`config.mk`:
```
export PLATFORM = sky130hd
export DESIGN_NAME = igrc_ctrl
export DESIGN_NICKNAME = d
export VERILOG_FILES = /design/src/igrc_pkg.sv /design/src/igrc_ctrl.sv
export SDC_FILE = /design/constraint.sdc
export NUM_CORES = 1
export LEC_CHECK = 0
export BUFFER_PORTS_ARGS = -buffer_cell sky130_fd_sc_hd__buf_2
export CORE_AREA = 8 8 45 47
export CTS_BUF_LIST = sky130_fd_sc_hd__clkbuf_8 sky130_fd_sc_hd__clkbuf_16
export DETAILED_ROUTE_END_ITERATION = 7
export DIE_AREA = 0 0 53 55
export SLEW_MARGIN = 10
export SYNTH_ARGS = -nofsm -noshare
export SYNTH_HDL_FRONTEND = slang
export SYNTH_SLANG_ARGS = --single-unit
export TNS_END_PERCENT = 10
```
`constraint.sdc`:
```
create_clock -name clk -period 1.1 [get_ports clk]
set_clock_uncertainty 0.05 [all_clocks]
set_input_delay 0.11 -clock clk [delete_from_list [all_inputs] [get_ports clk]]
set_output_delay 0.11 -clock clk [all_outputs]
set_load 0.02 [all_outputs]
```
`src/igrc_pkg.sv`:
```
// ----------------------------------------------------------------------------
// igrc_pkg
// Shared types and fixed field widths for the interval register colorer.
// ----------------------------------------------------------------------------
package igrc_pkg;

  localparam int PT_W   = 17;  // live range point, signed
  localparam int NREG_W = 6;   // num_regs register
  localparam int VIDX_W = 9;   // var_index result field
  localparam int RNUM_W = 5;   // reg_number result field

  localparam logic [NREG_W-1:0] NUM_REGS_RST = 6'd32;

  typedef enum logic [2:0] {
    S_IDLE = 3'b001,
    S_SCAN = 3'b010,
    S_DONE = 3'b100
  } igrc_state_t;

  // Controller to datapath.
  typedef struct packed {
    logic load;    // take the input word, restart the scan
    logic scan;    // walk the stored table
    logic commit;  // store the entry and load the result register
  } igrc_cmd_t;

  // Datapath to controller.
  typedef struct packed {
    logic full;
    logic scan_done;
    logic out_free;
  } igrc_sts_t;

endpackage

```
`src/igrc_ctrl.sv`:
```
// ----------------------------------------------------------------------------
// igrc_ctrl
// Sequencer: accept a word, scan the table, then commit the result.
// ----------------------------------------------------------------------------
module igrc_ctrl
  import igrc_pkg::*;
(
  input  logic      clk,
  input  logic      rst,
  input  logic      in_valid,
  output logic      in_ready,
  input  igrc_sts_t sts,
  output igrc_cmd_t cmd
);

  igrc_state_t state, state_next;

  always_ff @(posedge clk) begin
    if (rst) begin
      state <= S_IDLE;
    end else begin
      state <= state_next;
    end
  end

  always_comb begin
    state_next = state;
    cmd        = '0;
    in_ready   = 1'b0;
    case (state)
      S_IDLE: begin
        in_ready = 1'b1;
        if (in_valid) begin
          cmd.load   = 1'b1;
          state_next = S_SCAN;
        end
      end
      S_SCAN: begin
        cmd.scan = 1'b1;
        if (sts.full || sts.scan_done) begin
          state_next = S_DONE;
        end
      end
      S_DONE: begin
        // Wait here only while an earlier result is still unclaimed.
        if (sts.out_free) begin
          cmd.commit = 1'b1;
          state_next = S_IDLE;
        end
      end
      default: begin
        state_next = S_IDLE;
      end
    endcase
  end

endmodule

```
; ---- Word level (Yosys, flattened, before mapping)
; Index checks and enable logic that the tools add are counted.
[classes]
n_eq_ne = 6
n_mux = 10
reduce_logical = 2
[ops]
columns = cell, n
row1 = 3-bit 2-to-1 mux, 3
row2 = 3-bit case mux with 3 select lines, 1
row3 = 1-bit 2-to-1 mux, 6
row4 = "2-bit != test, second input constant", 3
row5 = "3-bit by 1-bit == test with 1-bit output, second input constant", 1
row6 = "3-bit by 2-bit == test with 1-bit output, second input constant", 1
row7 = "3-bit == test, second input constant", 1
row8 = 3-bit AND reduction, 1
row9 = 1-bit logical OR, 1
[word_totals]
regBits = 3
input_bits = 6
out_inout_bits = 4
wordCells = 19

; ---- Longest topological paths before layout
; Gate-level depths: netlist of run 1.
[logic_depth]
word_depth = 3
depth_mapped = 4
mapped_depth_nobuf = 3

; ---- Worst setup path after synthesis of run 1
; OpenSTA, ideal clock, no wires.
[synth_path]
path_kind = register to output
startpoint = register state[0]
endpoint = output port cmd[2] in the netlist's numbering
arrival_time_ns = 1.328
t_required_ns = 0.940
path_slack_ns = -0.388
stages_incl_launch_ff = 4
path_buffers = 1
path_cell_list = dfxtp_1 -> buf_4 -> nor3b_1 -> and2_1
[synth_lines]
columns = element, line_no
row1 = from (decl), igrc_ctrl.sv:16  ; igrc_state_t state, state_next;
row2 = from (signal assigned), igrc_ctrl.sv:22  ; state <= state_next;
row3 = to (decl), igrc_ctrl.sv:13  ; output igrc_cmd_t cmd

==> results of run 1 <==
through the flow:
stage	hold slack [ns]	setup WS, ns
6_report	0.0386	-0.100
5_1_grt	0.0366	-0.151
4_1_cts	0.0349	-0.0958
3_5_place_dp	0.266	0.0125
3_3_place_gp	0.267	0.00593
2_1_floorplan	0.130	-0.0640
report_power, final:
group	switching, W	total, W	internal [W]	leakage (nW)
clock	0.0000721	0.000310	0.000238	0.0269
sequential	0.0000115	0.000126	0.000114	0.0262
combinational	0.0000446	0.000102	0.0000572	0.0934
total	0.000128	0.000537	0.000409	0.146
cell type report:
cell class | instances | area [sq um] | share of cell area, %
multi-input combinational | 18 | 141 | 39.6
timing repair buffer | 12 | 78.8 | 22.1
sequential | 3 | 71.3 | 20.0
clock buffer | 3 | 41.3 | 11.6
tap | 16 | 20.0 | 5.61
clock inverter | 1 | 3.75 | 1.05
repair_timing:
item	CTS	global route
pin swaps	2	1
resized for setup	8	5
hold buffers	0	0
buffers inserted	1	0
setup endpoints to repair	4	4
critical path, delay by kind of cell (launching register included):
kind                   cells  cell delay [ns]
flip-flops                 1             0.36
AND/OR/NAND/NOR            2             0.36
buffers and inverters      1             0.11
cell families after synthesis:
logic type | after synthesis
compound gates | 5
mux | 1
buf+inv | 1
simple gates | 12
flops | 3
layout by cell type (no fill, tap or decap), types with 2 or more instances in the layout:
master	n
o21ai_0	2
nor3_2	2
nor3_1	2
dfxtp_4	3
clkbuf_8	3
buf_4	5
buf_2	6
worst paths after layout:
| check | startpoint | endpoint | slack [ns] | depth (start not counted) |
|---|---|---|---|---|
| max | state[1] | cmd[2] | -0.10 | 3 |
| min | rst | state[2] | 0.04 | 2 |
| max reg2reg | state[1] | state[2] | 0.05 | 3 |
| min reg2reg | state[0] | state[2] | 0.38 | 1 |
per-layer routing:
layer,share of wire [%],GRT usage (%)
met5,0,0
met4,0,2.59
met3,5.7,1.87
met2,43,6.45
met1,52,5.46
==> flow_metrics.env, run 1 <==
export IMPL_status="finished with violations"
export IMPL_violations="setup timing"
export IMPL_drc=0
export IMPL_cts_path_max_buffers=2
export IMPL_ys_seq_elements=3
export IMPL_synth_top_family_by_area="simple AND/OR/NAND/NOR gates"
export IMPL_required_ns=0.94
export IMPL_end_kind="output pin"
export IMPL_routabilityCongestion=0.808
export IMPL_vias=209
export IMPL_first_pass_iters=1
export IMPL_first_global_vias=216
export IMPL_placedCellCount=48
export IMPL_syn_num_nets=28
export IMPL_worst_slew_pin_slew_ns=0.161
export IMPL_min_path_type="in -> reg"
export IMPL_stdcell_area_sq_um=357
export IMPL_cp_start_kind="flip-flop"
export IMPL_drive_above_1_share_pct=64.9
export IMPL_synth_area_sq_um=185
export IMPL_setup_ws_ns=-0.100
export IMPL_cts_made_buffers=3
export IMPL_wl_per_cell_microns=11.3
export IMPL_rows=14
export IMPL_routed_wl_microns=597
export IMPL_setup_violations_final=4
export IMPL_rsz0062_at_grt="yes"
export IMPL_maxSlewHeadroom_pct=89.2
export IMPL_instances_no_fill=53
export IMPL_yosys_area_share_simple_pct=41.2
export IMPL_path_cells="nor3b_4 > and2_4 > buf_6"
export IMPL_die_w_microns=53
export IMPL_reg_top3="state: 3 flops"
export IMPL_crit_type="reg -> out"
export IMPL_timing_final_crit_share_pct=109
export IMPL_synthMuxAreaShare_pct=6.08
export IMPL_port_buffers=9
export IMPL_area_growth_pct=92.6
export IMPL_core_area_sq_um=1380
export IMPL_hold_viol=0
export IMPL_fillCellCount=156
export IMPL_clock_sinks=3
export IMPL_peakVddDrop_v=0.000425
export IMPL_yosysWarningCount=0
export IMPL_period_needed_ns=1.20
export IMPL_synth_area_leader_cell="dfxtp_1"
export IMPL_slew_violations=0
export IMPL_synth_edf_count=0
export IMPL_avgSynthCellArea_sq_um=8.42
export IMPL_critical_path_max_fanout=6
export IMPL_final_setup_tns_ns=-0.243
export IMPL_drt_iter0_markers=0
export IMPL_grt_usage_pct=4.48
export IMPL_netlist_top_cells_count="3 x dfxtp_1, 3 x nor3_1, 2 x nor3b_1, 2 x o21ai_0"
export IMPL_async_flop_share_pct=0
export IMPL_cts_tree="yes"
export IMPL_synth_fa_ha_area_share_pct=0
export IMPL_syn_inst=22
export IMPL_htreeDepth=1
export IMPL_p_leak_nw=0.146
export IMPL_total_power_w=0.000537
export IMPL_clock_root_buffer="clkbuf_8"
export IMPL_dieArea_sq_um=2920
export IMPL_slowest_delay_ns=0.36
export IMPL_clk_latency_ns=0.21
export IMPL_p_per_area_nw_per_um2=1510
export IMPL_finalNetCount=44
export IMPL_grt_max_degree=9
export IMPL_cp_data_arrival_time_ns=1.04
export IMPL_slowest_stage="dfxtp_4"
export IMPL_synth_distinct_cells=16
export IMPL_routed_via_density=3.94
export IMPL_overflow=0
export IMPL_yosysSeqAreaShare_pct=32.4
export IMPL_synthFlopType="dfxtp_1"
export IMPL_clkTransAtPathRegs_ns=0.03
export IMPL_utilization_pct=25.8
export IMPL_start_util_pct=13.4
export IMPL_fmax_mhz=833
export IMPL_drv_cap=0
export IMPL_synth_top_area_share_pct=32.4
export IMPL_die_h_microns=55
export IMPL_synthXorXnorAreaFrac_pct=0
export IMPL_ant_nets=0
export IMPL_placed_cell_area_sq_um=269
export IMPL_regMostFlops="state"
export IMPL_grt_pass1_wl_microns=966
export IMPL_synth_compound_area_share_pct=16.2
export IMPL_antenna_found_initial=0
export IMPL_io_pins=10
export IMPL_largest_reg_flops=3
export IMPL_n_antenna_cell=0
export IMPL_synth_area_top_cells="dfxtp_1 32%, nor3_1 8.1%, nor3b_1 8.1%"
Note: power is estimated with default switching activity, not from simulation.
==> run 2, diff against run 1 <==
Settings changed: ABC_AREA set to 1.
==> flow_metrics.env, run 2 <==
export IMPL_setup_ws_ns=-0.102
export IMPL_area_growth_pct=88.0
export IMPL_cp_data_arrival_time_ns=1.04
export IMPL_synth_area_sq_um=188
export IMPL_drc=0
export IMPL_setup_violations_final=4
export IMPL_overflow=0
export IMPL_antenna_found_initial=0
export IMPL_yosysWarningCount=0
export IMPL_final_cell_mix="6 x buf_2, 4 x inv_1, 4 x nor2_1, 4 x buf_4"
export IMPL_drt_iter0_markers=4
export IMPL_synthFlopType="dfxtp_1"
export IMPL_syn_num_nets=35
export IMPL_violations="setup timing"
export IMPL_routed_wl_microns=528
export IMPL_p_per_area_nw_per_um2=1620
export IMPL_clk_latency_ns=0.22
export IMPL_synth_edf_count=0
export IMPL_critical_path_max_fanout=5
export IMPL_yosys_area_share_simple_pct=38.0
export IMPL_routed_via_density=3.87
export IMPL_avgSynthCellArea_sq_um=6.47
export IMPL_async_flop_share_pct=0
export IMPL_maxSlewHeadroom_pct=90.3
export IMPL_htreeDepth=1
export IMPL_clkTransAtPathRegs_ns=0.03
export IMPL_status="finished with violations"
export IMPL_first_global_vias=224
export IMPL_synth_compound_area_share_pct=16.0
export IMPL_synth_fa_ha_area_share_pct=0
export IMPL_netlist_top_cells_count="5 x inv_1, 4 x nor2_1, 3 x dfxtp_1, 3 x nand2_2, 3 x nand3_1"
export IMPL_synth_top_area_share_pct=32.0
export IMPL_syn_inst=29
export IMPL_rsz0062_at_grt="yes"
export IMPL_first_pass_iters=4
export IMPL_clock_root_buffer="clkbuf_8"
export IMPL_regMostFlops="state"
export IMPL_p_int_w=0.000417
export IMPL_drv_cap=0
export IMPL_routabilityCongestion=0.731
export IMPL_die_h_microns=55
export IMPL_p_leak_nw=0.176
export IMPL_reg_top3="state: 3 flops"
export IMPL_end_kind="output pin"
export IMPL_required_ns=0.94
export IMPL_grt_max_degree=6
export IMPL_die_w_microns=53
export IMPL_grt_pass1_wl_microns=855
export IMPL_finalNetCount=52
export IMPL_fmax_mhz=832
export IMPL_hold_viol=0
export IMPL_core_area_sq_um=1380
export IMPL_fillCellCount=160
export IMPL_drive_above_1_share_pct=60.0
export IMPL_ys_seq_elements=3
export IMPL_final_setup_tns_ns=-0.189
export IMPL_synthXorXnorAreaFrac_pct=0
export IMPL_worst_slew_pin_slew_ns=0.144
export IMPL_wl_per_cell_microns=8.66
export IMPL_clock_sinks=3
export IMPL_n_antenna_cell=0
export IMPL_io_pins=10
export IMPL_period_needed_ns=1.20
export IMPL_synthMuxAreaShare_pct=0
export IMPL_clkPwrFrac_pct=54.5
export IMPL_cts_path_max_buffers=2
export IMPL_dieArea_sq_um=2920
export IMPL_peakVddDrop_v=0.000447
export IMPL_cp_start_kind="flip-flop"
export IMPL_timing_final_crit_share_pct=109
export IMPL_synth_area_leader_cell="dfxtp_1"
export IMPL_synth_area_top_cells="dfxtp_1 32%, inv_1 10%, nand2_2 10%"
export IMPL_rows=14
export IMPL_final_common_cell="buf_2"
export IMPL_cts_made_buffers=3
export IMPL_port_buffers=9
export IMPL_fin_hold_ws_ns=0.0315
export IMPL_start_util_pct=13.6
export IMPL_largest_reg_flops=3
export IMPL_combinationalPowerShare_pct=23.7
export IMPL_slew_violations=0
export IMPL_swShare_pct=27.1
export IMPL_synth_most_common_cell="inv_1"
export IMPL_vias=236
export IMPL_crit_type="reg -> out"
export IMPL_cts_tree="yes"
export IMPL_seqPwrFrac_pct=21.8
export IMPL_min_path_type="in -> reg"
export IMPL_cts_hold_buf=0
export IMPL_switching_power_w=0.000155
export IMPL_ant_nets=0
export IMPL_synth_top_family_by_area="simple AND/OR/NAND/NOR gates"
export IMPL_grt_usage_pct=4.81
export IMPL_yosysSeqAreaShare_pct=32.0
export IMPL_hpwl_microns=402
export IMPL_synth_distinct_cells=14
-- run 2: cell types whose count changed in the layout (fill, tap and decap cells not counted), sizes merged, moves of 2 or more --
cell / before / now
nand3: 0 / 3
nor3b: 2 / 0
inv: 1 / 8
nor2: 1 / 6
nor3: 4 / 0
nand2: 1 / 4
-- run 2: per-stage QoR --
stage               setup WS, ns  instance area (sq um)  utilization, %  cells  power [W]
finish                    -0.102                    353            25.5     61   0.000572
CTS                       -0.103                    345            25.0     60   0.000578
global placement          0.0762                    253            18.3     54   0.000224
global route              -0.141                    353            25.5     61   0.000611
floorplan                 0.0304                    188               -     29   0.000193
detailed placement        0.0652                    253            18.3     54   0.000224
-- run 2: layer usage --
layer  vias to the layer above  GRT usage, %  routed length [microns]
li1                        125             -                        -
met1                       101          3.79                      190
met2                         7          5.66                      294
met3                         3          3.48                       20
met4                         0          9.05                       22
met5                         -             0                        0
-- run 2: what timing repair did --
item / in CTS / in global routing
pin swaps: 2 / 3
endpoints found under the setup margin: 4 / 5
resized for setup: 13 / 0
buffers inserted: 2 / 1
-- run 2: kinds of logic after synthesis --
group / count (synthesis)
buffers and inverters: 7
DFF: 3
and+or+nand+nor: 14
AOI/OAI and AO/OA: 5
-- run 2: layout make-up --
class,count,area (sq um),share of cell area [%]
tap,16,20.0,5.67
sequential,3,65.1,18.4
multi-input combinational,19,111,31.6
timing repair buffer,12,82.6,23.4
clock buffer,3,41.3,11.7
clock inverter,1,3.75,1.06
inverter,7,28.8,8.16
-- run 2: path summary, 6_finish.rpt --
| check | to | start | cells past startpoint | slack [ns] |
|---|---|---|---|---|
| setup / recovery | cmd[2] | state[2] | 6 | -0.10 |
| hold / removal | state[1] | rst | 2 | 0.03 |
| setup reg to reg | state[1] | state[2] | 7 | -0.03 |
| hold reg to reg | state[1] | state[2] | 3 | 0.58 |
-- run 2: critical path: stages (launching register included) --
cell	delay, ns
dfxtp_4	0.36
nor2_4	0.12
nand2_2	0.07
inv_2	0.07
nand2_2	0.05
inv_2	0.05
buf_6	0.10
-- run 2: power by group through the flow --
stage | sequential, W | clock (W) | combinational (W)
after floorplan | 0.000124 | 0 | 0.0000695
after global placement | 0.000124 | 0 | 0.0000993
after detailed placement | 0.000124 | 0 | 0.0000997
after CTS | 0.000125 | 0.000323 | 0.000130
after global routing | 0.000126 | 0.000336 | 0.000149
final | 0.000125 | 0.000312 | 0.000136
